[config.mk]
export PLATFORM = sky130hd
export DESIGN_NAME = grid_cell_neighbour_enumerator
export DESIGN_NICKNAME = d
export VERILOG_FILES = /design/src/hdl/gcne_pkg.sv /design/src/hdl/gcne_div.sv /design/src/hdl/gcne_emit.sv /design/src/hdl/grid_cell_neighbour_enumerator.sv
export SDC_FILE = /design/constraint.sdc
export NUM_CORES = 2
export LEC_CHECK = 0
export ABC_AREA = 1
export BUFFER_PORTS_ARGS = -buffer_cell sky130_fd_sc_hd__buf_2
export CAP_MARGIN = 25
export CORE_ASPECT_RATIO = 1.75
export CORE_MARGIN = 4
export CORE_UTILIZATION = 44
export DETAILED_ROUTE_END_ITERATION = 8
export GPL_TIMING_DRIVEN = 0
export HOLD_SLACK_MARGIN = 0.12
export PLACE_DENSITY = 0.69
export RECOVER_POWER = 50
export SLEW_MARGIN = 20
export SYNTH_ARGS = -nofsm -noshare
export SYNTH_HDL_FRONTEND = slang
export SYNTH_SLANG_ARGS = --single-unit
[constraint.sdc]
create_clock -name clk -period 366.5 [get_ports clk]
set_input_delay 109.95 -clock clk [delete_from_list [all_inputs] [get_ports clk]]
set_output_delay 109.95 -clock clk [all_outputs]
set_load 0.01 [all_outputs]
[src/hdl/gcne_pkg.sv]
package gcne_pkg;

    localparam int COORD_W = 16;
    localparam int SIZE_W  = 15;
    localparam int INDEX_W = 30;
    localparam int KIND_W  = 4;
    localparam int NBR_N   = 9;
    localparam int CFG_AW  = 2;

    localparam logic [CFG_AW-1:0] CFG_MAP_WIDTH   = 2'd0;
    localparam logic [CFG_AW-1:0] CFG_MAP_HEIGHT  = 2'd1;
    localparam logic [CFG_AW-1:0] CFG_CELL_WIDTH  = 2'd2;
    localparam logic [CFG_AW-1:0] CFG_CELL_HEIGHT = 2'd3;

    localparam logic [SIZE_W-1:0] MAP_WIDTH_RST   = 15'd256;
    localparam logic [SIZE_W-1:0] MAP_HEIGHT_RST  = 15'd256;
    localparam logic [SIZE_W-1:0] CELL_WIDTH_RST  = 15'd16;
    localparam logic [SIZE_W-1:0] CELL_HEIGHT_RST = 15'd16;

    typedef enum logic [KIND_W-1:0] {
        KIND_CENTRE     = 4'd0,
        KIND_LEFT       = 4'd1,
        KIND_RIGHT      = 4'd2,
        KIND_UP         = 4'd3,
        KIND_DOWN       = 4'd4,
        KIND_UP_LEFT    = 4'd5,
        KIND_UP_RIGHT   = 4'd6,
        KIND_DOWN_LEFT  = 4'd7,
        KIND_DOWN_RIGHT = 4'd8
    } kind_t;

    // One query ready for enumeration: centre cell, row pitch, and the cells that exist.
    typedef struct packed {
        logic [INDEX_W-1:0] centre;
        logic [SIZE_W-1:0]  cols;
        logic [NBR_N-1:0]   mask;
    } item_t;

    function automatic logic [SIZE_W-1:0] at_least_one(input logic [SIZE_W-1:0] v);
        at_least_one = (v == '0) ? {{(SIZE_W-1){1'b0}}, 1'b1} : v;
    endfunction

endpackage

[src/hdl/gcne_div.sv]
module gcne_div #(
    parameter int W = 16,
    parameter int L = 4
) (
    input  logic                  clk,
    input  logic                  rst_n,
    input  logic                  en,
    input  logic                  in_valid,
    input  logic [L-1:0][W-1:0]   num,
    input  logic [L-1:0][W-2:0]   den,
    output logic                  out_valid,
    output logic [L-1:0][W-1:0]   quo
);

    // One quotient bit per stage, most significant first.
    logic [W-1:0]               valid_reg;
    logic [L-1:0][W-1:0]        num_reg  [W];
    logic [L-1:0][W-2:0]        rem_reg  [W];
    logic [L-1:0][W-1:0]        q_reg    [W];
    logic [L-1:0][W-1:0]        num_next [W];
    logic [L-1:0][W-2:0]        rem_next [W];
    logic [L-1:0][W-1:0]        q_next   [W];

    for (genvar s = 0; s < W; s++) begin : g_stage
        for (genvar l = 0; l < L; l++) begin : g_lane
            logic [W-1:0] src_num;
            logic [W-2:0] src_rem;
            logic [W-1:0] src_q;
            logic [W-1:0] trial;
            logic [W-1:0] diff;
            logic         ge;
            if (s == 0) begin : g_first
                assign src_num = num[l];
                assign src_rem = '0;
                assign src_q   = '0;
            end else begin : g_rest
                assign src_num = num_reg[s-1][l];
                assign src_rem = rem_reg[s-1][l];
                assign src_q   = q_reg[s-1][l];
            end
            assign trial = {src_rem, src_num[W-1]};
            assign ge    = trial >= {1'b0, den[l]};
            assign diff  = trial - {1'b0, den[l]};
            assign rem_next[s][l] = ge ? diff[W-2:0] : trial[W-2:0];
            assign num_next[s][l] = {src_num[W-2:0], 1'b0};
            assign q_next[s][l]   = {src_q[W-2:0], ge};
        end

        always_ff @(posedge clk)
        begin
            if (en)
            begin
                num_reg[s] <= num_next[s];
                rem_reg[s] <= rem_next[s];
                q_reg[s]   <= q_next[s];
            end
        end
    end

    always_ff @(posedge clk or negedge rst_n)
    begin
        if (!rst_n)
        begin
            valid_reg <= '0;
        end
        else if (en)
        begin
            valid_reg <= {valid_reg[W-2:0], in_valid};
        end
    end

    assign out_valid = valid_reg[W-1];
    assign quo       = q_reg[W-1];

endmodule

[src/hdl/gcne_emit.sv]
module gcne_emit (
    input  logic                       clk,
    input  logic                       rst_n,
    input  logic                       in_valid,
    output logic                       in_ready,
    input  gcne_pkg::item_t            in_item,
    output logic                       out_valid,
    input  logic                       out_ready,
    output logic [gcne_pkg::INDEX_W-1:0] out_index,
    output logic [gcne_pkg::KIND_W-1:0]  out_kind,
    output logic                       out_last
);
    import gcne_pkg::*;

    logic [INDEX_W-1:0] centre_reg;
    logic [SIZE_W-1:0]  cols_reg;
    logic [NBR_N-1:0]   mask_reg;
    logic               out_valid_reg;
    logic [INDEX_W-1:0] index_reg;
    kind_t              kind_reg;
    logic               last_reg;

    logic               out_free;
    logic               fire;
    logic               load;
    logic [NBR_N-1:0]   sel;
    logic [NBR_N-1:0]   rest;
    kind_t              kind_next;
    logic [INDEX_W:0]   hoff;
    logic [INDEX_W:0]   voff;
    logic [INDEX_W:0]   sum;

    assign out_free = !out_valid_reg || out_ready;
    assign fire     = out_free && (mask_reg != '0);
    assign sel      = mask_reg & (~mask_reg + 1'b1);
    assign rest     = mask_reg & ~sel;
    assign in_ready = (mask_reg == '0) || (out_free && $onehot(mask_reg));
    assign load     = in_valid && in_ready;

    always_comb
    begin
        kind_next = KIND_CENTRE;
        hoff      = '0;
        voff      = '0;
        case (sel)
            9'b000000001: kind_next = KIND_CENTRE;
            9'b000000010: kind_next = KIND_LEFT;
            9'b000000100: kind_next = KIND_RIGHT;
            9'b000001000: kind_next = KIND_UP;
            9'b000010000: kind_next = KIND_DOWN;
            9'b000100000: kind_next = KIND_UP_LEFT;
            9'b001000000: kind_next = KIND_UP_RIGHT;
            9'b010000000: kind_next = KIND_DOWN_LEFT;
            9'b100000000: kind_next = KIND_DOWN_RIGHT;
            default:      kind_next = KIND_CENTRE;
        endcase
        case (kind_next)
            KIND_LEFT, KIND_UP_LEFT, KIND_DOWN_LEFT:    hoff = '1;
            KIND_RIGHT, KIND_UP_RIGHT, KIND_DOWN_RIGHT: hoff = {{INDEX_W{1'b0}}, 1'b1};
            default:                                    hoff = '0;
        endcase
        case (kind_next)
            KIND_UP, KIND_UP_LEFT, KIND_UP_RIGHT:
                voff = ~{{(INDEX_W+1-SIZE_W){1'b0}}, cols_reg} + 1'b1;
            KIND_DOWN, KIND_DOWN_LEFT, KIND_DOWN_RIGHT:
                voff = {{(INDEX_W+1-SIZE_W){1'b0}}, cols_reg};
            default:
                voff = '0;
        endcase
    end

    assign sum = {1'b0, centre_reg} + hoff + voff;

    always_ff @(posedge clk or negedge rst_n)
    begin
        if (!rst_n)
        begin
            mask_reg      <= '0;
            out_valid_reg <= 1'b0;
        end
        else
        begin
            if (load)
            begin
                mask_reg <= in_item.mask;
            end
            else if (fire)
            begin
                mask_reg <= rest;
            end
            if (out_free)
            begin
                out_valid_reg <= fire;
            end
        end
    end

    always_ff @(posedge clk)
    begin
        if (load)
        begin
            centre_reg <= in_item.centre;
            cols_reg   <= in_item.cols;
        end
        if (fire)
        begin
            index_reg <= sum[INDEX_W-1:0];
            kind_reg  <= kind_next;
            last_reg  <= (rest == '0);
        end
    end

    assign out_valid = out_valid_reg;
    assign out_index = index_reg;
    assign out_kind  = kind_reg;
    assign out_last  = last_reg;

    a_fire_shows: assert property (@(posedge clk) disable iff (!rst_n)
        fire |=> out_valid_reg)
        else $error("pending cell not presented");

    a_load_centre: assert property (@(posedge clk) disable iff (!rst_n)
        load |=> mask_reg[0])
        else $error("new query lost its centre cell");

    a_last_marked: assert property (@(posedge clk) disable iff (!rst_n)
        (out_free && $onehot(mask_reg)) |=> (out_valid_reg && last_reg))
        else $error("final cell of a query not marked last");

endmodule

[src/hdl/grid_cell_neighbour_enumerator.sv]
// Uniform-grid 3x3 neighbourhood enumerator.
// Input stream s_*: one query item per handshake, pos_x and pos_y signed.
// Output stream m_*: one item per emitted cell: the centre cell first, then the
// existing neighbours left, right, up, down, up-left, up-right, down-left,
// down-right; tlast marks the final cell of each query.
// Configuration: cfg_we writes cfg_wdata into register cfg_addr (0 map width,
// 1 map height, 2 cell width, 3 cell height) at the clock edge; a zero value
// acts as one. Write only while no query is in flight.
// Path from input accept to the centre cell on m_tvalid: the clamp register
// at the accept edge, a 16-stage one-bit-per-stage divider, a multiply stage,
// an add stage, the enumerator load, then the output register.
// Throughput: a query occupies the output for 1 to 9 items, one per emitted
// cell; the pipeline takes a new query every cycle while the enumerator can
// accept; fed steadily with m_tready high, the output gives one item per cycle.
// The pipeline holds whenever its last stage waits for the enumerator, which is
// busy while a query has more than one cell left or its last cell waits on a low
// m_tready; s_tready then drops and nothing is lost or repeated. Reset clears
// all valid bits and loads the default registers (256 x 256 map, 16 x 16 cells).
module grid_cell_neighbour_enumerator (
    input  logic                           clk,
    input  logic                           rst_n,
    input  logic                           s_tvalid,
    output logic                           s_tready,
    input  logic [31:0]                    s_tdata,   // pos_x [15:0], pos_y [31:16]
    output logic                           m_tvalid,
    input  logic                           m_tready,
    output logic [31:0]                    m_tdata,   // cell_index [29:0], zero [31:30]
    output logic [gcne_pkg::KIND_W-1:0]    m_tuser,   // neighbour_kind [3:0]
    output logic                           m_tlast,
    input  logic                           cfg_we,
    input  logic [gcne_pkg::CFG_AW-1:0]    cfg_addr,
    input  logic [gcne_pkg::SIZE_W-1:0]    cfg_wdata
);
    import gcne_pkg::*;

    localparam int DW = SIZE_W + 1;

    logic [SIZE_W-1:0] map_w_reg;
    logic [SIZE_W-1:0] map_h_reg;
    logic [SIZE_W-1:0] cell_w_reg;
    logic [SIZE_W-1:0] cell_h_reg;
    logic [SIZE_W-1:0] mw;
    logic [SIZE_W-1:0] mh;
    logic [SIZE_W-1:0] cw;
    logic [SIZE_W-1:0] ch;

    logic              adv;
    logic              emit_ready;

    logic signed [COORD_W-1:0] pos_x;
    logic signed [COORD_W-1:0] pos_y;
    logic [SIZE_W-1:0] x_next;
    logic [SIZE_W-1:0] y_next;
    logic              s1_valid_reg;
    logic [SIZE_W-1:0] x_reg;
    logic [SIZE_W-1:0] y_reg;

    logic [3:0][DW-1:0]   div_num;
    logic [3:0][DW-2:0]   div_den;
    logic [3:0][DW-1:0]   div_quo;
    logic                 div_valid;

    logic                  m1_valid_reg;
    logic [INDEX_W-1:0]    prod_reg;
    logic [SIZE_W-1:0]     cx_reg;
    logic [SIZE_W-1:0]     cy_reg;
    logic [SIZE_W-1:0]     cols_reg;
    logic [SIZE_W-1:0]     rows_reg;

    logic                  m2_valid_reg;
    item_t                 item_reg;
    item_t                 item_next;
    logic                  has_l;
    logic                  has_r;
    logic                  has_u;
    logic                  has_d;
    logic [INDEX_W-1:0]    emit_index;

    always_ff @(posedge clk or negedge rst_n)
    begin
        if (!rst_n)
        begin
            map_w_reg  <= MAP_WIDTH_RST;
            map_h_reg  <= MAP_HEIGHT_RST;
            cell_w_reg <= CELL_WIDTH_RST;
            cell_h_reg <= CELL_HEIGHT_RST;
        end
        else if (cfg_we)
        begin
            case (cfg_addr)
                CFG_MAP_WIDTH:   map_w_reg  <= cfg_wdata;
                CFG_MAP_HEIGHT:  map_h_reg  <= cfg_wdata;
                CFG_CELL_WIDTH:  cell_w_reg <= cfg_wdata;
                CFG_CELL_HEIGHT: cell_h_reg <= cfg_wdata;
                default:         map_w_reg  <= map_w_reg;
            endcase
        end
    end

    assign mw = at_least_one(map_w_reg);
    assign mh = at_least_one(map_h_reg);
    assign cw = at_least_one(cell_w_reg);
    assign ch = at_least_one(cell_h_reg);

    // The whole pipeline moves as one; it stops only when the enumerator is full.
    assign adv      = !m2_valid_reg || emit_ready;
    assign s_tready = adv;

    assign pos_x = s_tdata[15:0];
    assign pos_y = s_tdata[31:16];

    always_comb
    begin
        if (pos_x[COORD_W-1])
            x_next = '0;
        else if (pos_x[SIZE_W-1:0] > mw - 1'b1)
            x_next = mw - 1'b1;
        else
            x_next = pos_x[SIZE_W-1:0];
        if (pos_y[COORD_W-1])
            y_next = '0;
        else if (pos_y[SIZE_W-1:0] > mh - 1'b1)
            y_next = mh - 1'b1;
        else
            y_next = pos_y[SIZE_W-1:0];
    end

    always_ff @(posedge clk or negedge rst_n)
    begin
        if (!rst_n)
            s1_valid_reg <= 1'b0;
        else if (adv)
            s1_valid_reg <= s_tvalid;
    end

    always_ff @(posedge clk)
    begin
        if (adv)
        begin
            x_reg <= x_next;
            y_reg <= y_next;
        end
    end

    // Lanes: column of x, row of y, column count, row count (ceilings).
    assign div_num[0] = {1'b0, x_reg};
    assign div_num[1] = {1'b0, y_reg};
    assign div_num[2] = {1'b0, mw} + {1'b0, cw} - 1'b1;
    assign div_num[3] = {1'b0, mh} + {1'b0, ch} - 1'b1;
    assign div_den[0] = cw;
    assign div_den[1] = ch;
    assign div_den[2] = cw;
    assign div_den[3] = ch;

    gcne_div #(
        .W (DW),
        .L (4)
    ) u_div (
        .clk       (clk),
        .rst_n     (rst_n),
        .en        (adv),
        .in_valid  (s1_valid_reg),
        .num       (div_num),
        .den       (div_den),
        .out_valid (div_valid),
        .quo       (div_quo)
    );

    always_ff @(posedge clk or negedge rst_n)
    begin
        if (!rst_n)
        begin
            m1_valid_reg <= 1'b0;
            m2_valid_reg <= 1'b0;
        end
        else if (adv)
        begin
            m1_valid_reg <= div_valid;
            m2_valid_reg <= m1_valid_reg;
        end
    end

    always_ff @(posedge clk)
    begin
        if (adv)
        begin
            prod_reg <= {{(INDEX_W-SIZE_W){1'b0}}, div_quo[1][SIZE_W-1:0]}
                        * {{(INDEX_W-SIZE_W){1'b0}}, div_quo[2][SIZE_W-1:0]};
            cx_reg   <= div_quo[0][SIZE_W-1:0];
            cy_reg   <= div_quo[1][SIZE_W-1:0];
            cols_reg <= div_quo[2][SIZE_W-1:0];
            rows_reg <= div_quo[3][SIZE_W-1:0];
            item_reg <= item_next;
        end
    end

    assign has_l = cx_reg != '0;
    assign has_r = ({1'b0, cx_reg} + 1'b1) < {1'b0, cols_reg};
    assign has_u = cy_reg != '0;
    assign has_d = ({1'b0, cy_reg} + 1'b1) < {1'b0, rows_reg};

    always_comb
    begin
        item_next.centre = prod_reg + {{(INDEX_W-SIZE_W){1'b0}}, cx_reg};
        item_next.cols   = cols_reg;
        item_next.mask   = {has_r & has_d, has_l & has_d, has_r & has_u, has_l & has_u,
                            has_d, has_u, has_r, has_l, 1'b1};
    end

    gcne_emit u_emit (
        .clk       (clk),
        .rst_n     (rst_n),
        .in_valid  (m2_valid_reg),
        .in_ready  (emit_ready),
        .in_item   (item_reg),
        .out_valid (m_tvalid),
        .out_ready (m_tready),
        .out_index (emit_index),
        .out_kind  (m_tuser),
        .out_last  (m_tlast)
    );

    assign m_tdata = {2'b00, emit_index};

endmodule
# Word level (Yosys, flattened, before mapping)
# Memory sizes are Yosys's and may differ from the RTL's.
# Index checks and enable logic that the tools add are counted.
# totals
regBits	342
latch_bits	0
ram_bits	2944
romBits	0
word_cells	315
n_memories	3
# memory_table
memory	depth	word_bits	rd	rd_ports_with_merged_regs	write_ports	line_no	source
u_div.q_reg	16	64	16	0	16	gcne_div.sv:19	logic [L-1:0][W-1:0] q_reg [W];
u_div.num_reg	16	60	15	0	16	gcne_div.sv:17	logic [L-1:0][W-1:0] num_reg [W];
u_div.rem_reg	16	60	15	0	16	gcne_div.sv:18	logic [L-1:0][W-2:0] rem_reg [W];
# op_classes
addsub	85
multipliers	1
n_div	0
order_cmp	68
n_eq_ne	20
n_shift	0
muxes	77
n_bitwise	9
reduce_logical	27
# op_table
op	n
two-way mux 15 bit	70
>= comparator 16 x 15 -> 1 bit	60
subtractor 15 bit	60
case mux 30 bit (2 select lines)	2
adder 30 bit	2
zero test 15 bit	4
adder 15 x 1 -> 16 bit (second input constant)	2
adder 15 x 15 -> 16 bit	2
less-than comparator 16 x 15 -> 1 bit	2
case mux 4 bit (8 select lines)	1
subtractor 16 x 1 -> 16 bit (second input constant)	2
adder 30 x 1 -> 30 bit (second input constant)	1
adder 30 x 15 -> 30 bit	1
>= comparator 1 x 15 -> 1 bit	2
>= comparator 1 x 15 -> 1 bit (first input constant)	2
greater-than comparator 15 bit	2
multiplier 15 x 15 -> 30 bit	1
inverter 15 -> 30 bit	1
nonzero test 15 bit	2
subtractor 1 x 15 -> 15 bit	2
subtractor 1 x 15 -> 15 bit (first input constant)	2
subtractor 15 x 1 -> 15 bit (second input constant)	2
AND 9 bit	2
zero test 9 bit	2
other kinds (30)	58

# Longest topological paths before layout
# depth
word_depth	10
mapped_depth	33
mapped_depth_nobuf	32

# Hierarchy
# Synthesis repeated with hierarchy kept, for this count alone.
# unflattened
cells_unflattened	18734
hier_area_um2	153677.4
# modules_own_cells
mod	instances	cells_per_inst	area_each_um2
gcne_div	1	15226	124624.5
grid_cell_neighbour_enumerator	1	2874	22776.8
gcne_emit	1	634	6276.0

# Worst setup path after synthesis
# OpenSTA, ideal clock, no wires.
# synth_timing
path_kind	input -> output
start	input m_tready
end	output s_tready
arrival_ns	165.157
required_time_ns	256.550
setup_slack_ns	91.393
stages	5
path_buffers	1
cell_sequence	nor2_1 inv_1 nand4_1 nand3_2 clkbuf_1
# synth_via
elab_chain_len	4
# synth_lines
element	line_no	source
from (decl)	grid_cell_neighbour_enumerator.sv:26	input logic m_tready,
logical OR 1 bit	gcne_emit.sv:33	assign out_free = !out_valid_reg || out_ready;
logical AND 1 bit	gcne_emit.sv:37	assign in_ready = (mask_reg == '0) || (out_free && $onehot(mask_reg));
logical OR 1 bit	gcne_emit.sv:37	
logical OR 1 bit	grid_cell_neighbour_enumerator.sv:106	assign adv = !m2_valid_reg || emit_ready;
to (decl)	grid_cell_neighbour_enumerator.sv:23	output logic s_tready,
# No other way between the ends.

# Worst setup path in the final report
# Same ends and word-level chain as after synthesis.

==> flow_summary_export.csv <==
group,metric,value,unit
detailed_routing,viasPerCell,5.308,
timing,finalSetupViolCount,0,
final_layout,utilization,0.4887,
synthesis,synthCells,13360,
floorplan,fp.dieW,423.9,µm
timing,finalSetupTns,0,ns
synthesis,synth_area_per_cell,9.968,µm²
critical_path,cp-start-kind,"input pin",
critical_path,crit_required,256.55,ns
detailed_routing,vias,95350,
detailed_routing,dr.pass1.iters,6,
critical_path,crit_start,"m_tready",
clock_network,cts_resized,0,
detailed_routing,wl,308100,µm
critical_path,cp-end-kind,"output pin",
floorplan,rows,267,
floorplan,start_util,0.4416,
critical_path,path_class,"input pin to output pin",
placement,place_congestion,0.9293,
global_route,grt_pass1_vias,98400,
placement,dpl_cell_area,140600,µm²
placement,placedCellCount,17570,
clock_network,clock-root-buffer,"clkbuf_16",
final_layout,layout.nets,15250,
clock_network,clk_path_buf_depth,4,
detailed_routing,ant_nets,0,
timing,fmax,0.004488,GHz
detailed_routing,drtIter0Drc,5053,
floorplan,core,301700,µm²
clock_network,path_clk_slew,0.06,ns
critical_path,critPathCapture,"s_tready",
global_route,grt_pass1_wl,490600,µm
synthesis,ys_seq_area_frac,0.4931,
synthesis,ys_top_cells_by_area,"edfxtp_1 48%, ha_1 11%, nand2_1 5.8%, a21oi_1 5.5%, inv_1 5.0%",
clock_network,numCtsBuffers,215,
timing,fin_crit,222.79,ns
run_status,violations,"capacitance limit, slew limit",
final_layout,areaGrowthSynthToFinish,10.67,%
final_layout,drive_gt1_frac,0.04431,
placement,port_buffers,90,
clock_network,cts_tree,"yes",
final_layout,fin_area,147400,µm²
synthesis,synthArstFlopShare,0.04042,
floorplan,dieHeight,735.9,µm
global_route,overflow,0,
timing,tightest_slew,3.781,ns
synthesis,ys_seq_elements,2202,
clock_network,cts_hold_buffers,0,
floorplan,die-area,312000,µm²
clock_network,htreeDepth,4,
flow_run,cap_violations,6,
synthesis,ys_warn_count,0,
final_layout,largest_reg_flops,900,
detailed_routing,routedWlPerCell,17.15,µm
synthesis,synth_cell_types,70,
critical_path,r2r_setup_slack,357.03,ns
synthesis,synth-main-ff-cell,"edfxtp_1",
final_layout,instances_no_fill,17960,
clock_network,cts_sinks,2202,
placement,hpwl,235700,µm
timing,grt_setup_unrepaired,"false",
timing,fin_crit_sh,0.6079,
synthesis,synth_edf_count,2113,
synthesis,syn-cell-area,133200,µm²
clock_network,clock_latency,0.91,ns
critical_path,path_max_fanout,53,
floorplan,io-pin-count,93,
global_route,antenna_found_initial,2,
timing,hold_violations,0,
timing,skew,0.07915,ns
clock_network,post-cts-setup-buffers,0,
critical_path,rr_endpoint,"u_div.rem_reg[0][445]$_DFFE_PP_",
critical_path,r2r_cells,16,
critical_path,r2r-start,"cell_h_reg[13]$_DFFE_PN0P_",
run_status,status,"complete, but fails checks",
critical_path,crit_arrival,112.84,ns
synthesis,synth_top_area_cell,"edfxtp_1",
global_route,grtUsageTotal,0.1942,
timing,slew_headroom,-1.520,
min_path,hold_path.class,"register to register",
synthesis,synth_top_area_frac,0.4763,
timing,maxSlewViolCount,194,
detailed_routing,drc,0,
global_route,grt_max_degree,61,
==> per-layer routing <==
layer,vias up,part of all wire,global-route usage
met4,0,0.071,0.1237
met2,1990,0.55,0.3887
li1,47370,-,-
met1,45000,0.35,0.1845
met3,993,0.030,0.02100
met5,-,0,0
==> area by class of cell <==
class / instances / area [µm²]
tap: 4035 / 5049
antenna: 1 / 2.502
inverter: 1767 / 6664
timing repair buffer: 161 / 2140
clock inverter: 139 / 1688
sequential: 2202 / 65680
clock buffer: 248 / 5662
fill: 27420 / 154300
multi-input combinational: 9192 / 59660
buffer: 217 / 869.6
==> critical path: stages <==
cell	delay (ns)
buf_2	0.07
nor2_1	0.05
inv_1	0.10
nand4_1	0.13
nand3_2	0.21
clkbuf_4	0.56
buf_12	0.29
buf_16	0.28
buf_16	0.28
buf_16	0.27
buf_16	0.28
buf_2	0.20
==> synth_stat cells, types with 20 or more instances <==
library cell,count
a21o_1,68
a21boi_0,34
or2_2,32
and3_1,42
o21ai_1,23
inv_1,1757
nand3_1,432
and2_1,20
o21ai_2,32
xnor2_1,280
ha_1,1176
a31oi_1,110
clkbuf_1,85
nor4_1,36
nor2_1,1150
o221ai_1,65
fa_1,261
buf_2,121
edfxtp_1,2113
nand3_2,23
nor3_1,194
nand2_1,2050
a221oi_1,23
o21a_1,69
xor2_1,478
o31ai_1,107
nand4_1,197
o21ai_0,656
o41ai_1,29
a21oi_1,1465
dfrtp_1,85
==> cell usage in the layout, fill, tap and decap left out, types with 12 or more instances in the layout <==
master,n
nand2_1,2054
fa_1,261
clkinvlp_4,20
o221ai_1,65
clkbuf_1,222
o41ai_1,29
inv_2,19
o21ai_0,706
a31oi_1,110
nand4_1,197
bufinv_16,34
or2_2,32
and3_1,42
conb_1,16
and2_1,20
edfxtp_1,2113
a21o_1,68
nor4_1,36
clkinv_1,26
a21oi_1,1466
buf_12,19
nand3_1,450
a221oi_1,23
clkinv_2,31
clkbuf_16,220
xnor2_1,280
nor3_1,199
buf_16,47
ha_1,1176
o31ai_1,108
a21boi_0,48
buf_2,104
dfrtp_1,85
xor2_1,478
clkinv_4,17
inv_1,1734
o21a_1,69
nor2_1,1153
inv_4,12
==> metrics by stage <==
stage,hold slack (ns),worst slack [ns]
6_report,0.3644,143.71
5_1_grt,0.3582,143.42
4_1_cts,0.3582,143.62
3_5_place_dp,0.4045,143.63
3_3_place_gp,0.4003,61.73
2_1_floorplan,0.4003,91.39
==> kinds of logic (layout without fill, tap and decap cells) <==
| group | after synthesis | after routing | share of synthesized area |
|---|---|---|---|
| AO/OA/AOI/OAI | 2762 | 2762 | 0.1165 |
| flip-flops | 2202 | 2202 | 0.4931 |
| other | 1 | 17 | 0.00002815 |
| multiplexers | 1 | 1 | 0.00008453 |
| XOR/XNOR | 758 | 758 | 0.04984 |
| adder cells (fa/ha/maj) | 1437 | 1437 | 0.1497 |
| AND/OR/NAND/NOR | 4218 | 4218 | 0.1334 |
| buffers and inverters | 1984 | 2532 | 0.05741 |
==> worst min-delay path by stage <==
| stage | start | end | cells after the start |
|---|---|---|---|
| final | u_div.q_reg[1][199]$_DFFE_PP_ | u_div.q_reg[1][264]$_DFFE_PP_ | 0 |
| after floorplan | u_div.q_reg[1][448]$_DFFE_PP_ | cx_reg[0]$_DFFE_PP_ | 0 |
| after CTS | u_div.q_reg[1][199]$_DFFE_PP_ | u_div.q_reg[1][264]$_DFFE_PP_ | 0 |
| after global placement | u_div.q_reg[1][397]$_DFFE_PP_ | u_div.q_reg[1][462]$_DFFE_PP_ | 0 |
| after detailed placement | u_div.q_reg[1][461]$_DFFE_PP_ | cx_reg[13]$_DFFE_PP_ | 0 |
| after global routing | u_div.q_reg[1][199]$_DFFE_PP_ | u_div.q_reg[1][264]$_DFFE_PP_ | 0 |
Power is not shown: default switching activity piles up to over one toggle a cycle in this logic, so the estimate is an artifact.
